[config.mk]
export PLATFORM = sky130hd
export DESIGN_NAME = mlfq_multicore_scheduler_top
export DESIGN_NICKNAME = d
export VERILOG_FILES = /design/src/rtl/mlfq_pkg.sv /design/src/rtl/mlfq_cell.sv /design/src/rtl/mlfq_multicore_scheduler_top.sv
export SDC_FILE = /design/constraint.sdc
export NUM_CORES = 2
export LEC_CHECK = 0
export ABC_AREA = 1
export BUFFER_PORTS_ARGS = -buffer_cell sky130_fd_sc_hd__buf_4
export CAP_MARGIN = 30
export CORE_ASPECT_RATIO = 1.1
export CORE_MARGIN = 5
export CORE_UTILIZATION = 55
export CTS_CLUSTER_DIAMETER = 40
export DETAILED_ROUTE_END_ITERATION = 8
export PLACE_DENSITY_LB_ADDON = 0.2
export SKIP_CTS_REPAIR_TIMING = 1
export SLEW_MARGIN = 20
export SYNTH_ARGS = -nofsm -noshare
export SYNTH_HDL_FRONTEND = slang
export SYNTH_SLANG_ARGS = --single-unit
export TNS_END_PERCENT = 20
[constraint.sdc]
create_clock -name aclk -period 11.5 [get_ports aclk]
set_input_delay 2.3 -clock aclk [delete_from_list [all_inputs] [get_ports aclk]]
set_output_delay 2.3 -clock aclk [all_outputs]
set_load 0.01 [all_outputs]
[src/rtl/mlfq_pkg.sv]
package mlfq_pkg;

    // Sizing
    localparam int TASK_SLOTS = 16;
    localparam int CORES      = 4;
    localparam int CORE_LIM   = (CORES < 4) ? CORES : 4;
    localparam int TIDX_W     = $clog2(TASK_SLOTS);
    localparam int CIDX_W     = 2;
    localparam int NT_W       = 5;
    localparam int NC_W       = 3;
    localparam int Q_W        = 4;

    typedef enum logic [1:0] {
        TS_READY = 2'd0,
        TS_RUN   = 2'd1,
        TS_WAIT  = 2'd2,
        TS_DONE  = 2'd3
    } tstate_t;

    typedef enum logic [2:0] {
        OC_IDLE    = 3'd0,
        OC_CONT    = 3'd1,
        OC_FINISH  = 3'd2,
        OC_IOWAIT  = 3'd3,
        OC_EXPIRED = 3'd4
    } outcome_t;

    typedef enum logic [2:0] {
        PH_IDLE,
        PH_SCAN,
        PH_ASSIGN,
        PH_RUN,
        PH_EMIT
    } phase_t;

    typedef enum logic {
        MODE_LOAD = 1'b0,
        MODE_TICK = 1'b1
    } mode_t;

    typedef enum logic {
        REG_ACTIVE_CORES = 1'b0,
        REG_TASK_COUNT   = 1'b1
    } reg_idx_t;

    // One task slot as held in a cell
    typedef struct packed {
        tstate_t     state;
        logic [1:0]  level;
        logic [15:0] left;
        logic [15:0] run_since_io;
        logic [15:0] io_left;
        logic [15:0] arrival;
        logic [15:0] io_every;
        logic [15:0] io_time;
    } task_rec_t;

    typedef struct packed {
        logic        mode;
        logic [3:0]  slot;
        logic [15:0] arrival_tick;
        logic [15:0] burst_length;
        logic [15:0] io_interval;
        logic [15:0] io_length;
    } in_item_t;

    typedef struct packed {
        logic [1:0]  core_index;
        logic        core_busy;
        logic [3:0]  task_index;
        logic [1:0]  run_level;
        logic [2:0]  outcome;
        logic [15:0] tick_number;
        logic        all_done;
        logic        last;
    } out_item_t;

    function automatic logic [Q_W-1:0] quantum_for(input logic [1:0] lvl);
        logic [Q_W-1:0] q;
        q = Q_W'(8);
        if (lvl == 2'd0) q = Q_W'(2);
        else if (lvl == 2'd1) q = Q_W'(4);
        return q;
    endfunction

endpackage

[src/rtl/mlfq_cell.sv]
module mlfq_cell
    import mlfq_pkg::*;
(
    input  logic      aclk,
    input  logic      aresetn,
    input  logic      shift_en,
    input  logic      load_en,
    input  task_rec_t rec_in,
    input  task_rec_t load_rec,
    output task_rec_t rec_out
);

    task_rec_t rec_reg;

    // Slot record: loaded directly, or handed on from the neighbour
    always_ff @(posedge aclk) begin
        if (!aresetn) begin
            // ready at level 0, all counts clear
            rec_reg <= '0;
        end else if (load_en) begin
            rec_reg <= load_rec;
        end else if (shift_en) begin
            rec_reg <= rec_in;
        end
    end

    assign rec_out = rec_reg;

endmodule

[src/rtl/mlfq_multicore_scheduler_top.sv]
// Multilevel feedback scheduler for up to four cores.
// Input channel s_valid/s_ready/s_data: a load request writes one task slot;
// a tick request advances the schedule by one tick.
// Result channel m_valid/m_ready/m_data: a tick gives one result per
// scheduled core, core 0 first, the last one flagged; a load gives none.
// Configuration: cfg_we/cfg_index/cfg_data, written while the block is idle.
// Task slots live in a ring of cells that rotates one slot per cycle, in
// the scan and run phases only, past a single update point at its head.
// A tick takes one full rotation for io countdown and candidate picking,
// a core assignment step, a second rotation to run the cores, then one
// result at a time into the output register; the next request is taken
// only once the last result is in the output register.
// Reset (aresetn low, synchronous) makes every slot ready at level 0, all
// cores idle, the tick counter zero, one active core and task_count 16.
// When the receiver stalls, results wait in the output register and the
// block holds in its emit phase; no result is lost.
module mlfq_multicore_scheduler_top
    import mlfq_pkg::*;
(
    input  logic              aclk,
    input  logic              aresetn,
    input  logic              s_valid,
    output logic              s_ready,
    input  in_item_t          s_data,
    output logic              m_valid,
    input  logic              m_ready,
    output out_item_t         m_data,
    input  logic              cfg_we,
    input  logic              cfg_index,
    input  logic [NT_W-1:0]   cfg_data
);

    phase_t            phase_reg, phase_next;
    logic [TIDX_W-1:0] cnt_reg, cnt_next;
    logic [NC_W-1:0]   act_cores_reg, act_cores_next;
    logic [NT_W-1:0]   task_count_reg, task_count_next;
    logic [NC_W-1:0]   nc_reg, nc_next;
    logic [NT_W-1:0]   nt_reg, nt_next;
    logic [15:0]       tick_reg, tick_next;
    logic [NT_W-1:0]   done_reg, done_next;
    logic [CIDX_W-1:0] emit_reg, emit_next;

    logic              cv_reg [CORES];
    logic              cv_next [CORES];
    logic [TIDX_W-1:0] ct_reg [CORES];
    logic [TIDX_W-1:0] ct_next [CORES];
    logic [Q_W-1:0]    cq_reg [CORES];
    logic [Q_W-1:0]    cq_next [CORES];

    logic              cand_v_reg [CORES];
    logic              cand_v_next [CORES];
    logic [TIDX_W-1:0] cand_i_reg [CORES];
    logic [TIDX_W-1:0] cand_i_next [CORES];
    logic [1:0]        cand_l_reg [CORES];
    logic [1:0]        cand_l_next [CORES];

    logic              rb_reg [CORES];
    logic              rb_next [CORES];
    logic [1:0]        rl_reg [CORES];
    logic [1:0]        rl_next [CORES];
    outcome_t          ro_reg [CORES];
    outcome_t          ro_next [CORES];

    logic              m_valid_reg, m_valid_next;
    out_item_t         m_data_reg, m_data_next;

    task_rec_t         ring [TASK_SLOTS];
    task_rec_t         head_next;
    task_rec_t         load_rec;
    logic              shift_en;
    logic              load_fire;

    // Ring of task cells; the last cell takes the updated head record
    assign load_fire = s_valid && s_ready && (s_data.mode == MODE_LOAD);
    assign shift_en  = (phase_reg == PH_SCAN) || (phase_reg == PH_RUN);

    always_comb begin
        load_rec.state        = TS_READY;
        load_rec.level        = 2'd0;
        load_rec.left         = s_data.burst_length;
        load_rec.run_since_io = 16'd0;
        load_rec.io_left      = 16'd0;
        load_rec.arrival      = s_data.arrival_tick;
        load_rec.io_every     = s_data.io_interval;
        load_rec.io_time      = s_data.io_length;
    end

    for (genvar g = 0; g < TASK_SLOTS; g++) begin : g_cell
        task_rec_t nb;
        if (g == TASK_SLOTS - 1) begin : g_tail
            assign nb = head_next;
        end else begin : g_mid
            assign nb = ring[g+1];
        end
        mlfq_cell u_cell (
            .aclk     (aclk),
            .aresetn  (aresetn),
            .shift_en (shift_en),
            .load_en  (load_fire && (s_data.slot == TIDX_W'(g))),
            .rec_in   (nb),
            .load_rec (load_rec),
            .rec_out  (ring[g])
        );
    end

    // Sequencer and head update
    always_comb begin
        task_rec_t         r;
        logic              in_use;
        logic              elig;
        logic              hit;
        logic [CIDX_W-1:0] hc;
        logic [2:0]        pos;
        logic [2:0]        k;
        logic [15:0]       run_new;
        logic [Q_W-1:0]    q_new;

        phase_next      = phase_reg;
        cnt_next        = cnt_reg;
        act_cores_next  = act_cores_reg;
        task_count_next = task_count_reg;
        nc_next         = nc_reg;
        nt_next         = nt_reg;
        tick_next       = tick_reg;
        done_next       = done_reg;
        emit_next       = emit_reg;
        m_valid_next    = m_valid_reg;
        m_data_next     = m_data_reg;
        for (int c = 0; c < CORES; c++) begin
            cv_next[c]     = cv_reg[c];
            ct_next[c]     = ct_reg[c];
            cq_next[c]     = cq_reg[c];
            cand_v_next[c] = cand_v_reg[c];
            cand_i_next[c] = cand_i_reg[c];
            cand_l_next[c] = cand_l_reg[c];
            rb_next[c]     = rb_reg[c];
            rl_next[c]     = rl_reg[c];
            ro_next[c]     = ro_reg[c];
        end

        r        = ring[0];
        in_use   = NT_W'(cnt_reg) < nt_reg;
        elig     = 1'b0;
        hit      = 1'b0;
        hc       = '0;
        pos      = '0;
        k        = '0;
        run_new  = '0;
        q_new    = '0;

        if (m_ready) m_valid_next = 1'b0;

        if (cfg_we) begin
            if (cfg_index == REG_ACTIVE_CORES) act_cores_next = cfg_data[NC_W-1:0];
            else task_count_next = cfg_data;
        end

        unique case (phase_reg)
            PH_IDLE: begin
                if (s_valid) begin
                    if (s_data.mode == MODE_LOAD) begin
                        for (int c = 0; c < CORES; c++)
                            if (cv_reg[c] && ct_reg[c] == s_data.slot) cv_next[c] = 1'b0;
                    end else begin
                        if (act_cores_reg == '0) nc_next = NC_W'(1);
                        else if (act_cores_reg > NC_W'(CORE_LIM)) nc_next = NC_W'(CORE_LIM);
                        else nc_next = act_cores_reg;
                        if (task_count_reg == '0) nt_next = NT_W'(1);
                        else if (task_count_reg > NT_W'(TASK_SLOTS)) nt_next = NT_W'(TASK_SLOTS);
                        else nt_next = task_count_reg;
                        for (int c = 0; c < CORES; c++) cand_v_next[c] = 1'b0;
                        cnt_next   = '0;
                        phase_next = PH_SCAN;
                    end
                end
            end

            PH_SCAN: begin
                // Release tasks held by cores no longer scheduled
                for (int c = 0; c < CORES; c++) begin
                    if (NC_W'(c) >= nc_reg && cv_reg[c] && ct_reg[c] == cnt_reg) begin
                        r.state    = TS_READY;
                        cv_next[c] = 1'b0;
                    end
                end
                // I/O countdown
                if (in_use && r.state == TS_WAIT) begin
                    if (r.io_left <= 16'd1) begin
                        r.io_left      = 16'd0;
                        r.state        = TS_READY;
                        r.level        = 2'd0;
                        r.run_since_io = 16'd0;
                    end else begin
                        r.io_left = r.io_left - 16'd1;
                    end
                end
                // Keep the best candidates sorted by level, then index
                elig = in_use && r.state == TS_READY && r.arrival <= tick_reg;
                for (int j = 0; j < CORES; j++)
                    if (cand_v_reg[j] && cand_l_reg[j] <= r.level) pos = pos + 3'd1;
                if (elig) begin
                    for (int j = CORES - 1; j > 0; j--) begin
                        if (3'(j) > pos) begin
                            cand_v_next[j] = cand_v_reg[j-1];
                            cand_i_next[j] = cand_i_reg[j-1];
                            cand_l_next[j] = cand_l_reg[j-1];
                        end
                    end
                    for (int j = 0; j < CORES; j++) begin
                        if (3'(j) == pos) begin
                            cand_v_next[j] = 1'b1;
                            cand_i_next[j] = cnt_reg;
                            cand_l_next[j] = r.level;
                        end
                    end
                end
                cnt_next = cnt_reg + TIDX_W'(1);
                if (cnt_reg == TIDX_W'(TASK_SLOTS - 1)) phase_next = PH_ASSIGN;
            end

            PH_ASSIGN: begin
                // Idle cores take candidates in core order
                for (int c = 0; c < CORES; c++) begin
                    rb_next[c] = 1'b0;
                    rl_next[c] = 2'd0;
                    ro_next[c] = OC_IDLE;
                    if (NC_W'(c) < nc_reg && !cv_reg[c] && k < 3'(CORES)) begin
                        if (cand_v_reg[k[CIDX_W-1:0]]) begin
                            cv_next[c] = 1'b1;
                            ct_next[c] = cand_i_reg[k[CIDX_W-1:0]];
                            cq_next[c] = quantum_for(cand_l_reg[k[CIDX_W-1:0]]);
                            k = k + 3'd1;
                        end
                    end
                end
                done_next  = '0;
                cnt_next   = '0;
                phase_next = PH_RUN;
            end

            PH_RUN: begin
                for (int c = 0; c < CORES; c++) begin
                    if (NC_W'(c) < nc_reg && cv_reg[c] && ct_reg[c] == cnt_reg) begin
                        hit = 1'b1;
                        hc  = CIDX_W'(c);
                    end
                end
                // Run the core holding this slot for one tick
                if (hit) begin
                    rb_next[hc] = 1'b1;
                    rl_next[hc] = r.level;
                    run_new = (r.run_since_io != 16'hFFFF) ? r.run_since_io + 16'd1
                                                           : r.run_since_io;
                    q_new   = (cq_reg[hc] != '0) ? cq_reg[hc] - Q_W'(1) : cq_reg[hc];
                    r.run_since_io = run_new;
                    cq_next[hc]    = q_new;
                    r.state        = TS_RUN;
                    if (r.left <= 16'd1) begin
                        r.left      = 16'd0;
                        r.state     = TS_DONE;
                        cv_next[hc] = 1'b0;
                        ro_next[hc] = OC_FINISH;
                    end else begin
                        r.left = r.left - 16'd1;
                        if (r.io_every != 16'd0 && run_new >= r.io_every) begin
                            r.state     = TS_WAIT;
                            r.io_left   = r.io_time;
                            cv_next[hc] = 1'b0;
                            ro_next[hc] = OC_IOWAIT;
                        end else if (q_new == '0) begin
                            r.state     = TS_READY;
                            if (r.level < 2'd2) r.level = r.level + 2'd1;
                            cv_next[hc] = 1'b0;
                            ro_next[hc] = OC_EXPIRED;
                        end else begin
                            ro_next[hc] = OC_CONT;
                        end
                    end
                end
                if (in_use && r.state == TS_DONE) done_next = done_reg + NT_W'(1);
                cnt_next = cnt_reg + TIDX_W'(1);
                if (cnt_reg == TIDX_W'(TASK_SLOTS - 1)) begin
                    emit_next  = '0;
                    phase_next = PH_EMIT;
                end
            end

            PH_EMIT: begin
                // One result per cycle into the output register, while it is free or being taken
                if (!m_valid_reg || m_ready) begin
                    m_valid_next            = 1'b1;
                    m_data_next.core_index  = emit_reg;
                    m_data_next.core_busy   = rb_reg[emit_reg];
                    m_data_next.task_index  = rb_reg[emit_reg] ? 4'(ct_reg[emit_reg]) : 4'd0;
                    m_data_next.run_level   = rl_reg[emit_reg];
                    m_data_next.outcome     = ro_reg[emit_reg];
                    m_data_next.tick_number = tick_reg;
                    m_data_next.all_done    = (done_reg == nt_reg);
                    m_data_next.last        = (NC_W'(emit_reg) + NC_W'(1) == nc_reg);
                    emit_next = emit_reg + CIDX_W'(1);
                    if (NC_W'(emit_reg) + NC_W'(1) == nc_reg) begin
                        tick_next  = tick_reg + 16'd1;
                        phase_next = PH_IDLE;
                    end
                end
            end

            default: phase_next = PH_IDLE;
        endcase

        head_next = r;
    end

    always_ff @(posedge aclk) begin
        if (!aresetn) begin
            phase_reg      <= PH_IDLE;
            act_cores_reg  <= NC_W'(1);
            task_count_reg <= NT_W'(16);
            tick_reg       <= '0;
            done_reg       <= '0;
            m_valid_reg    <= 1'b0;
            for (int c = 0; c < CORES; c++) cv_reg[c] <= 1'b0;
        end else begin
            phase_reg      <= phase_next;
            act_cores_reg  <= act_cores_next;
            task_count_reg <= task_count_next;
            tick_reg       <= tick_next;
            done_reg       <= done_next;
            m_valid_reg    <= m_valid_next;
            for (int c = 0; c < CORES; c++) cv_reg[c] <= cv_next[c];
        end
    end

    // Payload registers
    always_ff @(posedge aclk) begin
        cnt_reg    <= cnt_next;
        nc_reg     <= nc_next;
        nt_reg     <= nt_next;
        emit_reg   <= emit_next;
        m_data_reg <= m_data_next;
        for (int c = 0; c < CORES; c++) begin
            ct_reg[c]     <= ct_next[c];
            cq_reg[c]     <= cq_next[c];
            cand_v_reg[c] <= cand_v_next[c];
            cand_i_reg[c] <= cand_i_next[c];
            cand_l_reg[c] <= cand_l_next[c];
            rb_reg[c]     <= rb_next[c];
            rl_reg[c]     <= rl_next[c];
            ro_reg[c]     <= ro_next[c];
        end
    end

    assign s_ready = (phase_reg == PH_IDLE);
    assign m_valid = m_valid_reg;
    assign m_data  = m_data_reg;

endmodule
* Word-level counts from Yosys, hierarchy flattened *
Memory sizes are Yosys's and may differ from the RTL's. A register that Yosys moved wholly into a read port is not among the register bits.
Index checks and enable logic that the tools add are counted.

storage, ports and cells
  memory bits (read-only) = 0
  latch bits = 0
  bits of input ports = 80
  RAM bits = 88
  bits in registers = 1668
  output and inout bits = 32
  memories kept = 9

memory list
  memory       words  bits a word  rd ports  clocked after Yosys merged registers in  wr ports  line                                RTL
  cand_i_reg   4      4            6         0                                        4         mlfq_multicore_scheduler_top.sv:52  logic [TIDX_W-1:0] cand_i_reg [CORES];
  cq_reg       4      4            5         0                                        4         mlfq_multicore_scheduler_top.sv:47  logic [Q_W-1:0] cq_reg [CORES];
  ct_reg       4      4            5         1                                        4         mlfq_multicore_scheduler_top.sv:45  logic [TIDX_W-1:0] ct_reg [CORES];
  ro_reg       4      3            5         1                                        4         mlfq_multicore_scheduler_top.sv:61  outcome_t ro_reg [CORES];
  cand_l_reg   4      2            7         0                                        4         mlfq_multicore_scheduler_top.sv:54  logic [1:0] cand_l_reg [CORES];
  rl_reg       4      2            5         1                                        4         mlfq_multicore_scheduler_top.sv:59  logic [1:0] rl_reg [CORES];
  +3 memories  --     --           --        --                                       --        --

cells by class
  shifts and indexed selects = 0
  muxes and demuxes = 210
  divide/modulo/power cells = 0
  magnitude comparators = 28
  bitwise operators = 23
  reductions and logical operators = 124
  multiply operators = 0
  equality and inequality tests = 50
  add/subtract/negate cells = 15

operators by type and width
  cell                     number
  $mux W96                 32
  $mux W4                  48
  $mux W16                 11
  $mux W52                 2
  $mux W3                  23
  $pmux W32 S2             1
  $logic_and A1 B1 Y1      55
  $mux W12                 4
  $mux W2                  24
  $mux W1                  42
  $reduce_or A2 Y1         19
  $eq A4 B4 Y1 const B     9
  $reduce_bool A2 Y1       18
  $add A16 B1 Y16 const B  2
  $eq A4 B4 Y1             8
  $le A16 B1 Y1 const B    2
  $mux W32                 1
  $pmux W16 S2             1
  $sub A16 B1 Y16 const B  2
  $and A8 B8 Y8            3
  $mux W8                  3
  $not A8 Y8               3
  $pmux W12 S2             1
  $pmux W4 S2              3
  other kinds (71)         133

* Longest topological paths before layout *
  depth after elaboration = 30
  depth in mapped cells = 34
  gate-level depth less buffers = 33

* Cells and area by module *
Synthesis repeated with hierarchy kept, for this count alone.

unflattened totals
  cell total of the unflattened synthesis = 13755
  area, all modules = 88685.1 µm²

by module, submodules not included
  module                        sequential area each (µm²)  cells an instance  area an instance (µm²)  instances
  mlfq_cell                     2001.9                      756                4775.8                  16
  mlfq_multicore_scheduler_top  4654.5                      1659               12271.8                 1

* Least setup slack after synthesis *
No wires, ideal clock.

  path type = register to register
  start point = register cnt_reg[3]
  end point = memory cand_i_reg[2][0] in the netlist's numbering (enable)
  path buffers = 1
  period minus slack after synthesis = 4905 ps
  required time = 11114 ps
  library setup time = 386 ps
  arrival time = 4520 ps
  cell stages (with the launch flop) = 29
  path slack = 6595 ps
  cell sequence = edfxtp_1 -> buf_6 -> xor2_2 -> nor2_4 -> nand2_1 -> nor2_1 -> nand2_1 -> nand4_1 -> nand3_2 -> nor2_2 -> nor2_1 -> inv_1 -> ha_1 -> inv_1 -> o21bai_1 -> a21oi_1 -> inv_1 -> ha_1 -> inv_1 -> nor2_1 -> inv_1 -> nand2_1 -> inv_1 -> ha_1 -> nand2_1 -> xor2_1 -> or2_2 -> nor2_2 -> nor4_1

RTL lines
  what                    line                                 RTL
  start, declared         mlfq_multicore_scheduler_top.sv:34   logic [TIDX_W-1:0] cnt_reg, cnt_next;
  start signal, assigned  mlfq_multicore_scheduler_top.sv:336  cnt_reg <= cnt_next;
  end, declared           mlfq_multicore_scheduler_top.sv:52

==> flow_summary.yaml <==
sta:
  drv_slew: 0
  worst_pin_slew_ns: 1.15
  fin_skew_ns: 0.0246
  fmax_mhz: 165
  tns_ns: 0
  fin_crit_ns: 6.07
  hold_viol_final: 0
  setup-violations-final: 0
  rsz0062_at_grt: "no"
  relSlewSlack_pct: 23.2
  period_share_pct: 52.7
clock_tree:
  numCtsBuffers: 207
  cts-root-buf: "clkbuf_16"
  htree_levels: 4
  clk_pin_slew_ns: 0.06
  cts_max_path_buffers: 3
  cts_tree: "built"
  clock-sinks: 1767
  clock_latency_ns: 0.84
die:
  num_rows: 140
  ios: 112
  die_area_sq_mm: 0.141
  die_x_um: 359
  start_util_pct: 55.5
  die_y_um: 394
  coreArea_sq_mm: 0.133
finish:
  layout-drive-gt1-share_pct: 7.89
  fin_util_pct: 62.2
  largest_reg_flops: 1600
  area_delta_synth_final_pct: 12.1
  num-nets-final: 9454
synth:
  synth-warning-count: 0
  synth.distinct_cells: 66
  async_flop_share_pct: 0
  ys_seq_area_share_pct: 49.9
  synthCells: 9656
  synth_area_leaders: "dfxtp_1, nand2_1, nor2_1, a31oi_1, edfxtp_1"
  ys_seq_elements: 1767
  syn_area_per_cell_sq_um: 7.62
  synth_edf_count: 131
  synth_nets: 9798
  synth_ff_type: "dfxtp_1"
  synth_top_area_cell: "dfxtp_1"
  synthesis.area_sq_mm: 0.0735
  synth_top_area_share_pct: 44.5
global_routing:
  grt_max_degree: 244
  grt-ovfl-total: 0
  grt_pass1_vias: 62700
  grt_pass1_wl_um: 350000
  track_usage_pct: 30.5
  antenna_found_initial: 7
run:
  cap_violations: 0
setup_path:
  reg2reg_depth: 28
  cp_slowest_cell: "edfxtp_1"
  cp_max_fo: 11
  cp-start-kind: "flip-flop"
  cp_common_cell: "inv_1"
  cp_slowest_stage_delay_ns: 0.59
  path_class: "reg -> reg"
  arrival_ns: 6.60
  required_ns: 12.04
  endpoint_kind: "flip-flop"
routing:
  drc: 0
  wl_um: 224000
  drt_iter0_markers: 7656
  wl_per_cell_um: 19.9
  drtAntennaViolNets: 0
  first_pass_iters: 9
  vias_per_cell: 5.97
  vias: 67300
power:
  p_int_w: 0.0110
  p_per_area_mw_per_mm2: 199
  power_frac_comb_pct: 19.0
  switchingPower_w: 0.00544
  p_clk_share_pct: 41.2
  peakVddDrop_uv: 192
  total_power_w: 0.0164
  seqPwrFrac_pct: 39.8
  netSwitchingFraction_pct: 33.1
  p_leak_nw: 28.3
placement:
  gp_congestion: 0.868
  portBuffers: 111
  dp_hpwl_um: 132000
outcome:
  status: "finished, final reports clean"
hold_path:
  min_path_type: "reg -> reg"
  worstHoldPathCells: 0
-- layout make-up --
class | instances | area [sq um]
timing repair buffer | 232 | 2370
sequential | 1767 | 36700
clock inverter | 126 | 1390
fill | 11500 | 50200
inverter | 464 | 1770
tap | 1775 | 2220
clock buffer | 263 | 5780
antenna | 5 | 12.5
multi-input combinational | 6640 | 32200
-- layout by cell type, fill, tap and decap left out, types with 16 or more instances in the layout --
| cell | n |
|---|---|
| nand2_2 | 34 |
| a21oi_1 | 676 |
| o221ai_1 | 19 |
| o22ai_1 | 50 |
| inv_1 | 424 |
| clkinv_2 | 38 |
| edfxtp_1 | 131 |
| inv_2 | 24 |
| a31oi_1 | 638 |
| clkbuf_8 | 30 |
| buf_12 | 19 |
| bufinv_16 | 17 |
| dfxtp_1 | 1636 |
| nor3_1 | 26 |
| o211ai_1 | 31 |
| nand2_1 | 2557 |
| clkbuf_1 | 22 |
| o21ai_0 | 202 |
| nor2_1 | 1198 |
| xor2_1 | 28 |
| nor2_4 | 32 |
| ha_1 | 62 |
| a311oi_1 | 45 |
| buf_4 | 190 |
| clkinvlp_4 | 20 |
| nand4_1 | 25 |
| a221oi_1 | 334 |
| clkbuf_16 | 211 |
| inv_6 | 16 |
| buf_16 | 19 |
| nand3_1 | 558 |
-- cells by family after synthesis --
kind of cell	share of synthesized area, %
buffers and inverters	6.54
and+or+nand+nor	24.6
xor gates and xnor gates	0.391
adders and majority gates	1.05
AOI/OAI and AO/OA	17.5
muxes	0.0136
DFF	49.9
-- path summary, 6_finish.rpt --
path / slack, ns / startpoint / to
setup / recovery: 5.43 / cnt_reg[2] / cand_i_reg[2][0]
hold / removal: 0.43 / tick_reg[15] / m_data[17]
setup reg to reg: 5.43 / cnt_reg[2] / cand_i_reg[2][0]
hold reg to reg: 0.43 / tick_reg[15] / m_data[17]
-- per-layer routing --
layer  wire [um]  up-vias  global-route usage (%)
met5          12        -                       0
met4        9310        2                    12.6
met3       18500      520                    5.77
met2      103000     2682                    48.8
met1       93500    32200                    40.5
li1            -    31900                       -
-- synth_stat cells (7+ instances only) --
library cell / instances
nor2_4: 13
o22ai_1: 50
xor2_1: 28
o21ai_0: 202
buf_1: 74
a31oi_1: 638
nor2_2: 15
nand3_1: 558
nor4_1: 15
a311oi_1: 45
nor2_1: 1217
nand4_1: 25
inv_1: 437
buf_6: 8
nand2_1: 2565
a21oi_1: 676
nor3_1: 27
buf_2: 34
a221oi_1: 334
o211ai_1: 31
o21ai_1: 14
dfxtp_1: 1636
inv_2: 13
edfxtp_1: 131
clkbuf_1: 667
clkinv_1: 9
ha_1: 62
nand2_2: 27
a21oi_2: 7
o221ai_1: 19
-- worst max-delay path, delay by kind of cell (launching register included) --
family	cells	cell delay, ns
buffers and inverters	9	0.94
adders and majority gates	4	1.13
xor gates and xnor gates	1	0.43
AOI/OAI and AO/OA	4	0.65
and+or+nand+nor	10	1.98
DFF	1	0.59
-- stage by stage --
stage | cell area, sq um | std cells | hold WS (ns) | setup slack [ns]
2_1_floorplan | 73500 | 9656 | 0.408 | 6.59
3_3_place_gp | 74400 | 10800 | 0.414 | 5.26
3_5_place_dp | 75000 | 10900 | 0.418 | 5.59
4_1_cts | 82200 | 11300 | 0.433 | 5.49
5_1_grt | 82400 | 11300 | 0.448 | 4.99
6_report | 82400 | 11300 | 0.434 | 5.43
-- power by group through the flow --
| stage | Combinational [W] | Sequential, W | Clock, W |
|---|---|---|---|
| finish | 0.00312 | 0.00653 | 0.00677 |
| detailed placement | 0.00300 | 0.00667 | 0 |
| global route | 0.00332 | 0.00655 | 0.00710 |
| CTS | 0.00301 | 0.00653 | 0.00683 |
| global placement | 0.00290 | 0.00666 | 0 |
| floorplan | 0.00211 | 0.00660 | 0 |
Note: power is estimated with default switching activity, not from simulation.
